**config.mk**
```make
export PLATFORM = sky130hd
export DESIGN_NAME = bus_window_address_decoder
export DESIGN_NICKNAME = d
export VERILOG_FILES = /design/src/rtl/bwad_pkg.sv /design/src/rtl/bwad_ctrl.sv /design/src/rtl/bwad_dp.sv /design/src/rtl/bus_window_address_decoder.sv
export VERILOG_INCLUDE_DIRS = /design/src /design/src/rtl
export SDC_FILE = /design/constraint.sdc
export NUM_CORES = 2
export LEC_CHECK = 0
export ABC_AREA = 1
export BUFFER_PORTS_ARGS = -buffer_cell sky130_fd_sc_hd__buf_2
export CELL_PAD_IN_SITES_DETAIL_PLACEMENT = 1
export CELL_PAD_IN_SITES_GLOBAL_PLACEMENT = 1
export CORE_MARGIN = 3
export CORE_UTILIZATION = 50
export DETAILED_ROUTE_END_ITERATION = 8
export PLACE_DENSITY = 0.77
export SLEW_MARGIN = 25
export SYNTH_ARGS = -nofsm -noshare
export SYNTH_HDL_FRONTEND = slang
export SYNTH_SLANG_ARGS = --single-unit
```
**constraint.sdc**
```tcl
create_clock -name i_clk -period 9.05 [get_ports i_clk]
set_clock_uncertainty 0.1 [all_clocks]
set_input_delay 1.81 -clock i_clk [delete_from_list [all_inputs] [get_ports i_clk]]
set_output_delay 1.81 -clock i_clk [all_outputs]
set_load 0.03 [all_outputs]
```
**src/rtl/bus_window_address_decoder_macros.svh**
```systemverilog
// ----------------------------------------------------------------------------
// bus_window_address_decoder_macros.svh
// Assertion macros used by the decoder top level.
// ----------------------------------------------------------------------------
`ifndef BUS_WINDOW_ADDRESS_DECODER_MACROS_SVH
`define BUS_WINDOW_ADDRESS_DECODER_MACROS_SVH

// Same-cycle implication, disabled while reset is held low.
`define BWAD_ASSERT_IMPL(lbl, clk, rst_n, ante, cons) \
    lbl: assert property (@(posedge clk) disable iff (!rst_n) (ante) |-> (cons)) \
        else $error("bwad assertion failed");

// Next-cycle implication, disabled while reset is held low.
`define BWAD_ASSERT_NEXT(lbl, clk, rst_n, ante, cons) \
    lbl: assert property (@(posedge clk) disable iff (!rst_n) (ante) |=> (cons)) \
        else $error("bwad assertion failed");

`endif

```
**src/rtl/bwad_pkg.sv**
```systemverilog
// ----------------------------------------------------------------------------
// bwad_pkg
// Types, codes and defaults for the bus window address decoder.
// ----------------------------------------------------------------------------
package bwad_pkg;

    localparam int NUM_SLOTS_DEF      = 8;
    localparam int ADDR_BITS_DEF      = 32;
    localparam int DEVICE_ID_BITS_DEF = 8;

    localparam int OP_BITS     = 3;
    localparam int WIN_BITS    = 4;
    localparam int STATUS_BITS = 2;

    // APB-style config port: 64-bit data, registers on 8-byte strides
    localparam int PADDR_BITS = 4;
    localparam int PDATA_BITS = 64;
    localparam logic REG_BUS_SIZE = 1'b0;

    localparam longint unsigned BUS_SIZE_RESET = 64'd65536;

    typedef enum logic [OP_BITS-1:0] {
        OP_LOOKUP    = 3'd0,
        OP_CONNECT   = 3'd1,
        OP_DISC_DEV  = 3'd2,
        OP_DISC_BASE = 3'd3,
        OP_RESIZE    = 3'd4
    } t_op;

    typedef enum logic [STATUS_BITS-1:0] {
        ST_OK         = 2'd0,
        ST_BAD_WINDOW = 2'd1,
        ST_FULL       = 2'd2,
        ST_REMOVED    = 2'd3
    } t_status;

    typedef enum logic [3:0] {
        S_IDLE,
        S_START,
        S_SCAN,
        S_DRAIN,
        S_FINISH,
        S_R_RD,
        S_R_CHK,
        S_R_IN,
        S_R_DRAIN,
        S_R_WB
    } t_state;

    // controller -> datapath
    typedef struct packed {
        logic load;      // latch the accepted beat
        logic rd_en;     // read slot table at rd_idx
        logic ev_flat;   // evaluate read data for lookup / connect / disconnect
        logic ev_outer;  // resize: check candidate slot
        logic ev_inner;  // resize: check neighbour slot for collision
        logic wb;        // resize: write back or kill candidate
        logic finish;    // commit and load result register
    } t_cmd;

    // datapath -> controller
    typedef struct packed {
        logic is_resize;
        logic need_inner;
        logic out_free;
    } t_sts;

endpackage

```
**src/rtl/bwad_ctrl.sv**
```systemverilog
// ----------------------------------------------------------------------------
// bwad_ctrl
// Sequencer: walks the slot table once per beat, or slot by slot with a
// neighbour sweep for each resize candidate that needs one.
// ----------------------------------------------------------------------------
module bwad_ctrl #(
    parameter int NUM_SLOTS = bwad_pkg::NUM_SLOTS_DEF,
    localparam int IDX_BITS = (NUM_SLOTS > 1) ? $clog2(NUM_SLOTS) : 1
) (
    input  logic                i_clk,
    input  logic                i_rst_n,
    input  logic                i_in_valid,
    output logic                o_in_stall,
    output bwad_pkg::t_cmd      o_cmd,
    output logic [IDX_BITS-1:0] o_rd_idx,
    input  bwad_pkg::t_sts      i_sts
);

    localparam logic [IDX_BITS-1:0] LAST = IDX_BITS'(NUM_SLOTS - 1);

    bwad_pkg::t_state    r_state, n_state;
    logic [IDX_BITS-1:0] r_idx, n_idx;
    logic [IDX_BITS-1:0] r_jdx, n_jdx;

    always_ff @(posedge i_clk) begin
        if (!i_rst_n) begin
            r_state <= bwad_pkg::S_IDLE;
            r_idx   <= '0;
            r_jdx   <= '0;
        end else begin
            r_state <= n_state;
            r_idx   <= n_idx;
            r_jdx   <= n_jdx;
        end
    end

    always_comb begin
        n_state  = r_state;
        n_idx    = r_idx;
        n_jdx    = r_jdx;
        o_cmd    = '0;
        o_rd_idx = r_idx;
        unique case (r_state)
            bwad_pkg::S_IDLE: begin
                if (i_in_valid) begin
                    o_cmd.load = 1'b1;
                    n_idx      = '0;
                    n_state    = bwad_pkg::S_START;
                end
            end
            bwad_pkg::S_START: begin
                o_cmd.rd_en = 1'b1;
                if (i_sts.is_resize) begin
                    n_state = bwad_pkg::S_R_CHK;
                end else if (r_idx == LAST) begin
                    n_state = bwad_pkg::S_DRAIN;
                end else begin
                    n_idx   = r_idx + 1'b1;
                    n_state = bwad_pkg::S_SCAN;
                end
            end
            bwad_pkg::S_SCAN: begin
                o_cmd.rd_en   = 1'b1;
                o_cmd.ev_flat = 1'b1;
                if (r_idx == LAST) begin
                    n_state = bwad_pkg::S_DRAIN;
                end else begin
                    n_idx = r_idx + 1'b1;
                end
            end
            bwad_pkg::S_DRAIN: begin
                o_cmd.ev_flat = 1'b1;
                n_state       = bwad_pkg::S_FINISH;
            end
            bwad_pkg::S_FINISH: begin
                if (i_sts.out_free) begin
                    o_cmd.finish = 1'b1;
                    n_state      = bwad_pkg::S_IDLE;
                end
            end
            bwad_pkg::S_R_RD: begin
                o_cmd.rd_en = 1'b1;
                n_state     = bwad_pkg::S_R_CHK;
            end
            bwad_pkg::S_R_CHK: begin
                o_cmd.ev_outer = 1'b1;
                if (i_sts.need_inner) begin
                    n_jdx   = '0;
                    n_state = bwad_pkg::S_R_IN;
                end else if (r_idx == LAST) begin
                    n_state = bwad_pkg::S_FINISH;
                end else begin
                    n_idx   = r_idx + 1'b1;
                    n_state = bwad_pkg::S_R_RD;
                end
            end
            bwad_pkg::S_R_IN: begin
                o_rd_idx       = r_jdx;
                o_cmd.rd_en    = 1'b1;
                o_cmd.ev_inner = 1'b1;
                if (r_jdx == LAST) begin
                    n_state = bwad_pkg::S_R_DRAIN;
                end else begin
                    n_jdx = r_jdx + 1'b1;
                end
            end
            bwad_pkg::S_R_DRAIN: begin
                o_cmd.ev_inner = 1'b1;
                n_state        = bwad_pkg::S_R_WB;
            end
            bwad_pkg::S_R_WB: begin
                o_cmd.wb = 1'b1;
                if (r_idx == LAST) begin
                    n_state = bwad_pkg::S_FINISH;
                end else begin
                    n_idx   = r_idx + 1'b1;
                    n_state = bwad_pkg::S_R_RD;
                end
            end
            default: begin
                n_state = bwad_pkg::S_IDLE;
            end
        endcase
    end

    assign o_in_stall = (r_state != bwad_pkg::S_IDLE);

endmodule

```
**src/rtl/bwad_dp.sv**
```systemverilog
// ----------------------------------------------------------------------------
// bwad_dp
// Slot table (one registered read port), beat registers, scan accumulators
// and result register.
// ----------------------------------------------------------------------------
module bwad_dp #(
    parameter int NUM_SLOTS      = bwad_pkg::NUM_SLOTS_DEF,
    parameter int ADDR_BITS      = bwad_pkg::ADDR_BITS_DEF,
    parameter int DEVICE_ID_BITS = bwad_pkg::DEVICE_ID_BITS_DEF,
    localparam int IDX_BITS      = (NUM_SLOTS > 1) ? $clog2(NUM_SLOTS) : 1,
    localparam int SB            = ADDR_BITS + 1,
    localparam int XB            = ADDR_BITS + 2
) (
    input  logic                             i_clk,
    input  logic                             i_rst_n,
    input  bwad_pkg::t_cmd                   i_cmd,
    input  logic [IDX_BITS-1:0]              i_rd_idx,
    output bwad_pkg::t_sts                   o_sts,
    input  logic [SB-1:0]                    i_bus_size,
    input  logic [bwad_pkg::OP_BITS-1:0]     i_op,
    input  logic [ADDR_BITS-1:0]             i_address,
    input  logic [SB-1:0]                    i_window_size,
    input  logic [ADDR_BITS-1:0]             i_internal_base,
    input  logic [DEVICE_ID_BITS-1:0]        i_device_id,
    input  logic [bwad_pkg::WIN_BITS-1:0]    i_window_index,
    output logic                             o_out_valid,
    input  logic                             i_out_stall,
    output logic                             o_hit_device,
    output logic [DEVICE_ID_BITS-1:0]        o_target_id,
    output logic [ADDR_BITS-1:0]             o_local_address,
    output logic [bwad_pkg::STATUS_BITS-1:0] o_status
);

    // slot table; the offset field holds internal base minus bus base
    logic [ADDR_BITS-1:0]          r_mem_low  [NUM_SLOTS];
    logic [SB-1:0]                 r_mem_high [NUM_SLOTS];
    logic [ADDR_BITS-1:0]          r_mem_off  [NUM_SLOTS];
    logic [DEVICE_ID_BITS-1:0]     r_mem_own  [NUM_SLOTS];
    logic [bwad_pkg::WIN_BITS-1:0] r_mem_win  [NUM_SLOTS];
    logic [NUM_SLOTS-1:0]          r_valid;

    // read port
    logic                          r_rvalid;
    logic [IDX_BITS-1:0]           r_ridx;
    logic [ADDR_BITS-1:0]          r_rd_low;
    logic [SB-1:0]                 r_rd_high;
    logic [ADDR_BITS-1:0]          r_rd_off;
    logic [DEVICE_ID_BITS-1:0]     r_rd_own;
    logic [bwad_pkg::WIN_BITS-1:0] r_rd_win;

    // beat
    logic [bwad_pkg::OP_BITS-1:0]  r_op;
    logic [ADDR_BITS-1:0]          r_addr;
    logic [SB-1:0]                 r_size;
    logic [ADDR_BITS-1:0]          r_int;
    logic [DEVICE_ID_BITS-1:0]     r_dev;
    logic [bwad_pkg::WIN_BITS-1:0] r_win;
    logic [XB-1:0]                 r_new_high;

    // accumulators
    logic                          r_hit;
    logic [DEVICE_ID_BITS-1:0]     r_hit_own;
    logic [ADDR_BITS-1:0]          r_hit_off;
    logic                          r_overlap;
    logic                          r_free_found;
    logic [IDX_BITS-1:0]           r_free_idx;
    logic [NUM_SLOTS-1:0]          r_kill;
    logic                          r_conflict;
    logic [IDX_BITS-1:0]           r_cur_idx;
    logic [ADDR_BITS-1:0]          r_cur_low;
    logic [SB-1:0]                 r_cur_nhigh;

    logic r_out_valid;

    logic w_is_lookup, w_is_connect, w_is_disc_dev, w_is_disc_base, w_is_resize;
    logic w_v, w_flat, w_in_win, w_overlap, w_match, w_rm_now, w_inner_hit;
    logic [XB-1:0] w_nhigh;
    logic w_conn_bad, w_conn_ok, w_commit;
    logic w_hwr_en;
    logic [IDX_BITS-1:0] w_hwr_idx;
    logic [SB-1:0] w_hwr_data;
    logic [bwad_pkg::STATUS_BITS-1:0] w_status;

    assign w_is_lookup    = (r_op == bwad_pkg::OP_LOOKUP);
    assign w_is_connect   = (r_op == bwad_pkg::OP_CONNECT);
    assign w_is_disc_dev  = (r_op == bwad_pkg::OP_DISC_DEV);
    assign w_is_disc_base = (r_op == bwad_pkg::OP_DISC_BASE);
    assign w_is_resize    = (r_op == bwad_pkg::OP_RESIZE);

    assign w_v    = r_valid[r_ridx];
    assign w_flat = i_cmd.ev_flat && r_rvalid;

    assign w_in_win  = w_v && (r_rd_low <= r_addr) && (SB'(r_addr) <= r_rd_high);
    assign w_overlap = w_v && (SB'(r_addr) <= r_rd_high) && (XB'(r_rd_low) <= r_new_high);

    // resize candidate
    assign w_nhigh  = XB'(r_rd_low) + XB'(r_size) - XB'(1);
    assign w_rm_now = (r_size == '0) || (w_nhigh >= XB'(i_bus_size));
    assign w_match  = w_v && (r_rd_own == r_dev) && (r_rd_win == r_win);
    assign w_inner_hit = w_v && (r_rd_low > r_cur_low) && (r_cur_nhigh >= SB'(r_rd_low));

    assign w_conn_bad = (r_size == '0) || (r_new_high >= XB'(i_bus_size)) || r_overlap;
    assign w_conn_ok  = w_is_connect && !w_conn_bad && r_free_found;
    assign w_commit   = i_cmd.finish && w_conn_ok;

    // single write port on the high field
    assign w_hwr_en   = w_commit || (i_cmd.wb && !r_conflict);
    assign w_hwr_idx  = w_commit ? r_free_idx : r_cur_idx;
    assign w_hwr_data = w_commit ? r_new_high[SB-1:0] : r_cur_nhigh;

    always_ff @(posedge i_clk) begin
        if (i_cmd.rd_en) begin
            r_rd_low  <= r_mem_low[i_rd_idx];
            r_rd_high <= r_mem_high[i_rd_idx];
            r_rd_off  <= r_mem_off[i_rd_idx];
            r_rd_own  <= r_mem_own[i_rd_idx];
            r_rd_win  <= r_mem_win[i_rd_idx];
            r_ridx    <= i_rd_idx;
        end
        if (w_commit) begin
            r_mem_low[r_free_idx] <= r_addr;
            r_mem_off[r_free_idx] <= r_int - r_addr;
            r_mem_own[r_free_idx] <= r_dev;
            r_mem_win[r_free_idx] <= r_win;
        end
        if (w_hwr_en) begin
            r_mem_high[w_hwr_idx] <= w_hwr_data;
        end
    end

    // beat registers and payload side of the accumulators
    always_ff @(posedge i_clk) begin
        if (i_cmd.load) begin
            r_op   <= i_op;
            r_addr <= i_address;
            r_size <= i_window_size;
            r_int  <= i_internal_base;
            r_dev  <= i_device_id;
            r_win  <= i_window_index;
        end
        r_new_high <= XB'(r_addr) + XB'(r_size) - XB'(1);
        if (w_flat && w_is_lookup && w_in_win && !r_hit) begin
            r_hit_own <= r_rd_own;
            r_hit_off <= r_rd_off;
        end
        if (w_flat && w_is_connect && !w_v && !r_free_found) begin
            r_free_idx <= r_ridx;
        end
        if (i_cmd.ev_outer) begin
            r_cur_idx   <= r_ridx;
            r_cur_low   <= r_rd_low;
            r_cur_nhigh <= w_nhigh[SB-1:0];
        end
    end

    always_ff @(posedge i_clk) begin
        if (!i_rst_n) begin
            r_valid      <= '0;
            r_kill       <= '0;
            r_rvalid     <= 1'b0;
            r_hit        <= 1'b0;
            r_overlap    <= 1'b0;
            r_free_found <= 1'b0;
            r_conflict   <= 1'b0;
            r_out_valid  <= 1'b0;
        end else begin
            r_rvalid <= i_cmd.rd_en;
            if (i_cmd.load) begin
                r_kill       <= '0;
                r_hit        <= 1'b0;
                r_overlap    <= 1'b0;
                r_free_found <= 1'b0;
            end
            if (w_flat) begin
                if (w_is_lookup && w_in_win) r_hit <= 1'b1;
                if (w_is_connect && w_overlap) r_overlap <= 1'b1;
                if (w_is_connect && !w_v) r_free_found <= 1'b1;
                if (w_is_disc_dev && w_v && (r_rd_own == r_dev)) begin
                    r_valid[r_ridx] <= 1'b0;
                end
                if (w_is_disc_base && w_v && (r_rd_low == r_addr)) begin
                    r_valid[r_ridx] <= 1'b0;
                end
            end
            if (i_cmd.ev_outer) begin
                r_conflict <= 1'b0;
                if (w_match && w_rm_now) r_kill[r_ridx] <= 1'b1;
            end
            if (i_cmd.ev_inner && r_rvalid && w_inner_hit) r_conflict <= 1'b1;
            if (i_cmd.wb && r_conflict) r_kill[r_cur_idx] <= 1'b1;
            if (w_commit) r_valid[r_free_idx] <= 1'b1;
            if (i_cmd.finish && w_is_resize) r_valid <= r_valid & ~r_kill;
            if (i_cmd.finish) begin
                r_out_valid <= 1'b1;
            end else if (!i_out_stall) begin
                r_out_valid <= 1'b0;
            end
        end
    end

    always_comb begin
        w_status = bwad_pkg::ST_OK;
        priority if (w_is_connect && w_conn_bad) begin
            w_status = bwad_pkg::ST_BAD_WINDOW;
        end else if (w_is_connect && !r_free_found) begin
            w_status = bwad_pkg::ST_FULL;
        end else if (w_is_resize && (r_kill != '0)) begin
            w_status = bwad_pkg::ST_REMOVED;
        end else begin
            w_status = bwad_pkg::ST_OK;
        end
    end

    // result register (payload)
    always_ff @(posedge i_clk) begin
        if (i_cmd.finish) begin
            o_hit_device <= w_is_lookup && r_hit;
            o_target_id  <= (w_is_lookup && r_hit) ? r_hit_own : '0;
            if (w_is_lookup) begin
                o_local_address <= r_hit ? (r_addr + r_hit_off) : r_addr;
            end else begin
                o_local_address <= '0;
            end
            o_status <= w_status;
        end
    end

    assign o_out_valid      = r_out_valid;
    assign o_sts.is_resize  = w_is_resize;
    assign o_sts.need_inner = w_match && !w_rm_now;
    assign o_sts.out_free   = !r_out_valid || !i_out_stall;

endmodule

```
**src/rtl/bus_window_address_decoder.sv**
```systemverilog
// ----------------------------------------------------------------------------
// bus_window_address_decoder
// Window table decoder: connect, disconnect, resize and look up bus windows.
// ----------------------------------------------------------------------------
// Usage:
//  - Command beats enter on i_in_valid / o_in_stall; one result beat leaves
//    on o_out_valid / i_out_stall for every command beat, in order.
//  - One beat is worked on at a time. The slot table has one registered
//    read port, read once a cycle. Lookup, connect and both disconnects
//    sweep all NUM_SLOTS slots in order, then finish. Resize reads and
//    checks each slot in turn and, for every slot of the device/index that
//    survives the size checks, sweeps the table again for the window above
//    it before writing back or killing that slot.
//  - The result register frees the input side: a new beat is taken while a
//    result still waits. A stalled result holds the block in its final step
//    until the receiver takes it.
//  - Reset (synchronous, active low) empties the table and sets bus_size to
//    65536. Entry fields are never cleared; only valid slots are looked at.
//  - bus_size is written over the APB-style port at byte address 0, 64-bit
//    data. The user must write it only while the block is idle; the block itself does not enforce this.
// ----------------------------------------------------------------------------
`include "bus_window_address_decoder_macros.svh"

module bus_window_address_decoder #(
    parameter int NUM_SLOTS      = bwad_pkg::NUM_SLOTS_DEF,
    parameter int ADDR_BITS      = bwad_pkg::ADDR_BITS_DEF,
    parameter int DEVICE_ID_BITS = bwad_pkg::DEVICE_ID_BITS_DEF
) (
    input  logic                             i_clk,
    input  logic                             i_rst_n,
    // command beat
    input  logic                             i_in_valid,
    output logic                             o_in_stall,
    input  logic [bwad_pkg::OP_BITS-1:0]     i_op,
    input  logic [ADDR_BITS-1:0]             i_address,
    input  logic [ADDR_BITS:0]               i_window_size,
    input  logic [ADDR_BITS-1:0]             i_internal_base,
    input  logic [DEVICE_ID_BITS-1:0]        i_device_id,
    input  logic [bwad_pkg::WIN_BITS-1:0]    i_window_index,
    // result beat
    output logic                             o_out_valid,
    input  logic                             i_out_stall,
    output logic                             o_hit_device,
    output logic [DEVICE_ID_BITS-1:0]        o_target_id,
    output logic [ADDR_BITS-1:0]             o_local_address,
    output logic [bwad_pkg::STATUS_BITS-1:0] o_status,
    // config port
    input  logic                             psel,
    input  logic                             penable,
    input  logic                             pwrite,
    input  logic [bwad_pkg::PADDR_BITS-1:0]  paddr,
    input  logic [bwad_pkg::PDATA_BITS-1:0]  pwdata,
    output logic [bwad_pkg::PDATA_BITS-1:0]  prdata,
    output logic                             pready
);

    localparam int IDX_BITS = (NUM_SLOTS > 1) ? $clog2(NUM_SLOTS) : 1;
    localparam int SB       = ADDR_BITS + 1;

    logic [SB-1:0]       r_bus_size;
    logic                w_reg_sel;
    logic                w_cfg_wr;
    bwad_pkg::t_cmd      w_cmd;
    bwad_pkg::t_sts      w_sts;
    logic [IDX_BITS-1:0] w_rd_idx;

    // register select ignores the byte offset within the 8-byte slot
    assign w_reg_sel = (paddr[bwad_pkg::PADDR_BITS-1:3] == bwad_pkg::REG_BUS_SIZE);
    assign w_cfg_wr  = psel && penable && pwrite && pready;
    assign pready    = 1'b1;
    assign prdata    = w_reg_sel ? bwad_pkg::PDATA_BITS'(r_bus_size) : '0;

    always_ff @(posedge i_clk) begin
        if (!i_rst_n) begin
            r_bus_size <= SB'(bwad_pkg::BUS_SIZE_RESET);
        end else if (w_cfg_wr && w_reg_sel) begin
            r_bus_size <= pwdata[SB-1:0];
        end
    end

    bwad_ctrl #(
        .NUM_SLOTS (NUM_SLOTS)
    ) u_ctrl (
        .i_clk      (i_clk),
        .i_rst_n    (i_rst_n),
        .i_in_valid (i_in_valid),
        .o_in_stall (o_in_stall),
        .o_cmd      (w_cmd),
        .o_rd_idx   (w_rd_idx),
        .i_sts      (w_sts)
    );

    bwad_dp #(
        .NUM_SLOTS      (NUM_SLOTS),
        .ADDR_BITS      (ADDR_BITS),
        .DEVICE_ID_BITS (DEVICE_ID_BITS)
    ) u_dp (
        .i_clk           (i_clk),
        .i_rst_n         (i_rst_n),
        .i_cmd           (w_cmd),
        .i_rd_idx        (w_rd_idx),
        .o_sts           (w_sts),
        .i_bus_size      (r_bus_size),
        .i_op            (i_op),
        .i_address       (i_address),
        .i_window_size   (i_window_size),
        .i_internal_base (i_internal_base),
        .i_device_id     (i_device_id),
        .i_window_index  (i_window_index),
        .o_out_valid     (o_out_valid),
        .i_out_stall     (i_out_stall),
        .o_hit_device    (o_hit_device),
        .o_target_id     (o_target_id),
        .o_local_address (o_local_address),
        .o_status        (o_status)
    );

    // an accepted beat closes the input side in the following cycle
    `BWAD_ASSERT_NEXT(a_busy_after_accept, i_clk, i_rst_n, i_in_valid && !o_in_stall, o_in_stall)
    // a result is only loaded into a free output register
    `BWAD_ASSERT_IMPL(a_finish_free, i_clk, i_rst_n, w_cmd.finish, !o_out_valid || !i_out_stall)
    // a loaded result is presented in the next cycle
    `BWAD_ASSERT_NEXT(a_finish_shows, i_clk, i_rst_n, w_cmd.finish, o_out_valid)
    // no table traffic while waiting for a beat
    `BWAD_ASSERT_IMPL(a_idle_quiet, i_clk, i_rst_n, !o_in_stall, !w_cmd.rd_en && !w_cmd.wb && !w_cmd.finish)

endmodule

```
* Yosys cells after proc, flatten, opt, wreduce, memory -nomap -nowiden
Memory sizes are Yosys's and may differ from the RTL's. A register that Yosys moved wholly into a read port is not among the register bits. Index checks and enable logic that the tools add are counted.
Word-level totals: latch bits 0, bits in writable memories 872, word-level logic and storage cells 234, flip-flop bits (word level) 368, input bits 187, output and inout bits 110, memories kept 5, memory bits (read-only) 0
Memory list:
- u_dp.r_mem_high | words 8, bits a word 33, rd ports 1, clocked after Yosys merged registers in 1, write ports 1, line bwad_dp.sv:36 | logic [SB-1:0] r_mem_high [NUM_SLOTS];
- u_dp.r_mem_low | words 8, bits a word 32, rd ports 1, clocked after Yosys merged registers in 1, write ports 1, line bwad_dp.sv:35 | logic [ADDR_BITS-1:0] r_mem_low [NUM_SLOTS];
- u_dp.r_mem_off | words 8, bits a word 32, rd ports 1, clocked after Yosys merged registers in 1, write ports 1, line bwad_dp.sv:37 | logic [ADDR_BITS-1:0] r_mem_off [NUM_SLOTS];
- u_dp.r_mem_own | words 8, bits a word 8, rd ports 1, clocked after Yosys merged registers in 1, write ports 1, line bwad_dp.sv:38 | logic [DEVICE_ID_BITS-1:0] r_mem_own [NUM_SLOTS];
- u_dp.r_mem_win | words 8, bits a word 4, rd ports 1, clocked after Yosys merged registers in 1, write ports 1, line bwad_dp.sv:39 | logic [bwad_pkg::WIN_BITS-1:0] r_mem_win [NUM_SLOTS];
Cells by class: add/sub/neg operators 8, shift operators 0, mux-type cells 72, bitwise operators 9, $lt $le $gt $ge 13, reductions and logical operators 70, equal/unequal tests 27, $mul 0, divide/modulo/power cells 0
Operator list (count):
- 2-to-1 mux 8 bit | 14
- adder 32 x 33 -> 34 bit | 2
- greater-or-equal comparator 34 x 33 -> 1 bit | 2
- subtractor 34 x 1 -> 34 bit, second input constant | 2
- 2-to-1 mux 33 bit | 2
- logical AND 1 bit | 42
- case mux 4 bit (10 select lines) | 1
- less-or-equal comparator 32 x 34 -> 1 bit | 1
- greater-or-equal comparator 33 x 32 -> 1 bit | 1
- less-or-equal comparator 32 x 33 -> 1 bit | 1
- zero test 33 bit | 1
- adder 32 bit | 1
- == test 32 bit | 1
- greater-than comparator 32 bit | 1
- less-or-equal comparator 32 bit | 1
- 2-to-1 mux 1 bit | 32
- 2-to-1 mux 32 bit | 1
- subtractor 32 bit | 1
- 2-to-1 mux 3 bit | 9
- bitwise AND 8 bit | 3
- OR 8 bit | 3
- 2-to-1 mux 4 bit | 5
- == test 4 x 3 -> 1 bit, second input constant | 4
- NOT 8 bit | 2
- 30 further kinds | 66

* Longest topological paths before layout
depth in word-level cells 16, mapped depth 32

* Modules after synthesis
From an unflattened synthesis, not the netlist that was laid out.
Second synthesis, totals: cell total of the unflattened synthesis 6008, area total of the unflattened synthesis 64563.2 um^2
Modules (own cells, without submodules):
- bwad_dp | instances 1, area an instance 61845.6 um^2, cells an instance 5574, sequential area each 38657.1 um^2
- bus_window_address_decoder | instances 1, area an instance 1970.6 um^2, cells an instance 320, sequential area each 660.6 um^2
- bwad_ctrl | instances 1, area an instance 747.0 um^2, cells an instance 114, sequential area each 200.2 um^2

* Worst setup path after synthesis
No wires, ideal clock.
path type input to register, start point input i_in_valid, end point register u_dp.r_kill[5], setup time 0.128 ns, stages on the path 8, buffers on the path 1, setup slack 1.403 ns, data arrival time 7.419 ns, cells stage by stage inv_1 > nor2_1 > inv_1 > clkbuf_1 > nand2_1 > o21ai_0 > a31oi_1 > nor2_1
RTL lines:
- start, declared | line bus_window_address_decoder.sv:32 | input logic i_in_valid,
- end signal, assigned | line bwad_dp.sv:159 | r_kill <= '0;
- end signal, assigned | line bwad_dp.sv:169 | r_kill <= '0;
- end signal, assigned by index | line bwad_dp.sv:187 | if (w_match && w_rm_now) r_kill[r_ridx] <= 1'b1;
- end, declared | line bwad_dp.sv:67 | logic [NUM_SLOTS-1:0] r_kill;

* Worst setup path after layout
start point register u_dp.r_rd_low[1], read port of u_dp.r_mem_low, end point register u_ctrl.r_jdx[1]
Between the ends: longest elaborated chain between the ends 8
Ends and longest elaborated chain:
- start, declared | line bwad_dp.sv:45 | logic [ADDR_BITS-1:0] r_rd_low;
- adder 32 x 33 -> 34 bit | line bwad_dp.sv:97 | assign w_nhigh = XB'(r_rd_low) + XB'(r_size) - XB'(1);
- subtractor 34 x 1 -> 34 bit | line bwad_dp.sv:97
- named net u_dp.w_nhigh[23] | line bwad_dp.sv:77 | logic [XB-1:0] w_nhigh;
- greater-or-equal comparator 34 x 33 -> 1 bit | line bwad_dp.sv:98 | assign w_rm_now = (r_size == '0) || (w_nhigh >= XB'(i_bus_size));
- logical OR 1 bit | line bwad_dp.sv:98
- zero test 1 bit | line bwad_dp.sv:230 | assign o_sts.need_inner = w_match && !w_rm_now;
- logical AND 1 bit | line bwad_dp.sv:230
- != test 2 x 1 -> 1 bit (no source line)
- AND reduction 3 bit (no source line)
- end signal, assigned | line bwad_ctrl.sv:33 | r_jdx <= n_jdx;
- end, declared | line bwad_ctrl.sv:23 | logic [IDX_BITS-1:0] r_jdx, n_jdx;
The timed path passes the listed nets, and every way through them passes these cells. A chain may end at the register's enable or synchronous reset.

==> flow_metrics.tcl <==
set metrics [dict create \
    finalHoldViolCount 0 \
    timing.max_slew.rel_slack_pct 24.1 \
    detailedPlace.worstSlack_ns 3.18 \
    p_per_area_nw_per_um2 351 \
    vias_per_cell 6.02 \
    totalWireLength_um 214000 \
    final.setup.worst_slack_ns 3.03 \
    cts.path.max_buffers 3 \
    reg2reg_setup_slack_ns 3.03 \
    initial_utilization_pct 50.6 \
    netlist_top_cells_count "sky130_fd_sc_hd__edfxtp_1 (1250), sky130_fd_sc_hd__nor2_1 (827), sky130_fd_sc_hd__inv_1 (624), sky130_fd_sc_hd__o21ai_0 (620), sky130_fd_sc_hd__nand2_1 (503)" \
    post_route_cells_drive_above_1_share_pct 9.08 \
    timing.critical_path.fanout_max 7 \
    share_of_power_burned_in_registers_pct 36.2 \
    synth_warn 0 \
    setup-violations-final 0 \
    power_frac_comb_pct 41.3 \
    drv.max_cap_violation_count 0 \
    detailedRoute.firstPassIterationCount 6 \
    synth_area_leader_cell "sky130_fd_sc_hd__edfxtp_1" \
    insertion_delay_ns 0.79 \
    grt_start_max_net_pins 225 \
    row_count 130 \
    cts.repair_timing.setup_buffer_count 0 \
    timing.final.crit_period_ns 6.02 \
    synth-edff-count 1250 \
    cpMostUsedCell "sky130_fd_sc_hd__nand2_1" \
    synthToLayoutAreaGrowth_pct 11.7 \
    grt_residual_overflow 0 \
    synth_area_per_cell_sq_um 11.1 \
    switchingPower_w 0.0104 \
    design.die.area_sq_um 132000 \
    crit_path_start_kind "register" \
    vdd.ir_drop.worst_mv 0.244 \
    intPower_w 0.0146 \
    setup_total_negative_slack_ns 0 \
    postSynth.topFlopCell "sky130_fd_sc_hd__edfxtp_1" \
    grt_antenna_before_repair 10 \
    grt_first_pass_wirelength_um 312000 \
    share_clk_of_total_power_pct 22.5 \
    cp_data_required_time_ns 9.61 \
    via_count_of_the_first_global_routing_pass 48500 \
    hold-path-cell-count 0 \
    status "finished clean" \
    min_period_over_period_pct 66.6 \
    final_stage_net_count 6639 \
    pin_count 297 \
    via_count_of_the_routed_design 46800 \
    leakagePower_nw 27.5 \
    die_height_um 363 \
    hp-class "reg -> reg" \
    drt_iter0_drc 4706 \
    synth_top_cell_area_share_pct 58.7 \
    ant_nets 0 \
    number_of_buffers_inserted_during_clock_tree_synthesis 144 \
    clock.fmax_ghz 0.166 \
    cts_htree_levels 4 \
    clkSlewWorstSetupHoldPaths_ns 0.06 \
    place_hpwl_um 146000 \
    drc_errors_left 0 \
    netlist_area_sq_um 63900 \
    tritoncts_clock_tree "built" \
    critical_path.endpoint_type "register" \
    globalplace.congestion 0.985 \
    slowest_stage "sky130_fd_sc_hd__edfxtp_1" \
    drt-wirelength-per-cell_um 27.5 \
    clock_root_buffer "sky130_fd_sc_hd__clkbuf_16" \
    worst_ep_arrival_time_ns 6.58 \
    port_buffers 230 \
    design.core.area_sq_um 126000 \
    die-width_um 363 \
    ys_seq_area_share_pct 61.9 \
    ys_seq_elements 1349 \
    tightestPinTransition_ns 1.13 \
    crit_path_max_incr_delay_ns 0.50 \
    switching_share_pct 41.7 \
    track_usage_pct 32.0 \
    yosys.cell_count.top_type "sky130_fd_sc_hd__edfxtp_1" \
    synthTopCellsByArea "sky130_fd_sc_hd__edfxtp_1 (59%), sky130_fd_sc_hd__ha_1 (8.2%), sky130_fd_sc_hd__nor2_1 (4.9%)" \
    timing.setup.critical_path_class "reg -> reg" \
    cts.repair.resized 0 \
    hold_buffers 0 \
    synth.distinct_cells 56 \
    clock_sinks 1349 \
    synthesis.instances 5772 \
    async_flop_share_pct 0 \
    timing_max_transition_violations_final 0 \
    r2r.worst_path.cells 30 \
    rsz_0062_raised_after_global_routing "no" \
]
-- area by class of cell --
| class | instances | area (sq um) |
|---|---|---|
| multi-input combinational | 3586 | 21200 |
| sequential | 1349 | 39500 |
| fill | 13300 | 54900 |
| tap | 1650 | 2060 |
| inverter | 630 | 2380 |
| clock inverter | 61 | 457 |
| clock buffer | 192 | 3920 |
| antenna | 3 | 7.51 |
| timing repair buffer | 317 | 1850 |
-- metrics by stage --
stage / util, % / power, W / instances / instance area (sq um) / hold WS (ns)
after CTS: 56.5 / 0.0249 / 7784 / 71300 / 0.319
after floorplan: - / 0.0155 / 5802 / 64000 / 0.300
after detailed placement: 53.0 / 0.0192 / 7531 / 66900 / 0.306
final: 56.5 / 0.0250 / 7788 / 71400 / 0.319
after global routing: 56.5 / 0.0264 / 7785 / 71300 / 0.326
after global placement: 53.0 / 0.0187 / 7531 / 66900 / 0.302
-- worst max-delay path, delay by kind of cell, from the launching register on --
family | cells | cell delay (ns)
AOI/OAI and AO/OA | 8 | 1.86
and+or+nand+nor | 13 | 1.59
adders and majority gates | 4 | 1.13
DFF | 1 | 0.50
buffers and inverters | 4 | 0.35
xor gates and xnor gates | 1 | 0.35
-- kinds of logic (layout without fill, tap and decap cells) --
logic type / after synthesis / in the layout / share of synthesized area [%]
AOI/OAI and AO/OA: 1426 / 1426 / 12.5
xor gates and xnor gates: 116 / 116 / 1.59
adders and majority gates: 424 / 424 / 8.35
buffers and inverters: 867 / 1200 / 5.54
DFF: 1349 / 1349 / 61.9
other: 2 / 35 / 0.0118
and+or+nand+nor: 1588 / 1588 / 10.1
-- registers in the layout (all words and copies together), names as in the netlist, 32 cells and up --
name and cells:
u_dp.r_rd_off 32, u_dp.r_mem_off 256, u_dp.r_mem_win 32, u_dp.r_cur_nhigh 33, r_bus_size 33, u_dp.r_int 32
u_dp.r_new_high 34, u_dp.o_local_address 32, u_dp.r_mem_low 256, u_dp.r_size 33, u_dp.r_addr 32, u_dp.r_cur_low 32
u_dp.r_hit_off 32, u_dp.r_rd_low 32, u_dp.r_mem_own 64, u_dp.r_rd_high 33, u_dp.r_mem_high 264
-- power by group through the flow --
| stage | registers, W | clock network (W) | logic (W) |
|---|---|---|---|
| global route | 0.00909 | 0.00593 | 0.0114 |
| global placement | 0.00914 | 0 | 0.00956 |
| finish | 0.00907 | 0.00563 | 0.0104 |
| detailed placement | 0.00916 | 0 | 0.0101 |
| CTS | 0.00904 | 0.00569 | 0.0102 |
| floorplan | 0.00882 | 0 | 0.00666 |
-- worst paths after layout --
kind,to,startpoint
setup reg to reg,u_ctrl.r_jdx[1]$_SDFFE_PN0P_,u_dp.r_rd_low[1]$_DFFE_PP_
hold / removal,u_dp.r_hit_off[30]$_DFFE_PP_,u_dp.r_rd_off[30]$_DFFE_PP_
hold reg to reg,u_dp.r_hit_off[30]$_DFFE_PP_,u_dp.r_rd_off[30]$_DFFE_PP_
setup / recovery,u_ctrl.r_jdx[1]$_SDFFE_PN0P_,u_dp.r_rd_low[1]$_DFFE_PP_
-- routing by layer --
layer / up-vias / global-route usage, % / part of all wire, %
met5: - / 0 / 0.014
met4: 4 / 14.7 / 5.0
met3: 438 / 5.20 / 7.2
met2: 1906 / 53.1 / 48
met1: 23600 / 41.5 / 40
li1: 20900 / - / -
-- layout by cell type, fill, tap and decap left out, types with 13 or more instances in the layout --
| cell | count |
|---|---|
| sky130_fd_sc_hd__clkbuf_1 | 41 |
| sky130_fd_sc_hd__a31oi_1 | 130 |
| sky130_fd_sc_hd__nand3_1 | 104 |
| sky130_fd_sc_hd__o211ai_1 | 16 |
| sky130_fd_sc_hd__o21ai_1 | 43 |
| sky130_fd_sc_hd__conb_1 | 32 |
| sky130_fd_sc_hd__edfxtp_1 | 1250 |
| sky130_fd_sc_hd__nor2_4 | 21 |
| sky130_fd_sc_hd__clkinv_1 | 25 |
| sky130_fd_sc_hd__clkinv_2 | 15 |
| sky130_fd_sc_hd__ha_1 | 420 |
| sky130_fd_sc_hd__nand4_1 | 54 |
| sky130_fd_sc_hd__o21ai_0 | 608 |
| sky130_fd_sc_hd__a21o_1 | 19 |
| sky130_fd_sc_hd__buf_2 | 230 |
| sky130_fd_sc_hd__clkbuf_16 | 150 |
| sky130_fd_sc_hd__nor4_1 | 24 |
| sky130_fd_sc_hd__o22ai_1 | 113 |
| sky130_fd_sc_hd__o21a_1 | 13 |
| sky130_fd_sc_hd__xnor2_1 | 46 |
| sky130_fd_sc_hd__o21bai_1 | 122 |
| sky130_fd_sc_hd__xor2_1 | 69 |
| sky130_fd_sc_hd__dfxtp_1 | 99 |
| sky130_fd_sc_hd__nor3_1 | 43 |
| sky130_fd_sc_hd__a21oi_1 | 316 |
| sky130_fd_sc_hd__buf_4 | 83 |
| sky130_fd_sc_hd__nand2_1 | 501 |
| sky130_fd_sc_hd__inv_1 | 623 |
| sky130_fd_sc_hd__nor2_1 | 808 |
Note: power is estimated with default switching activity, not from simulation.
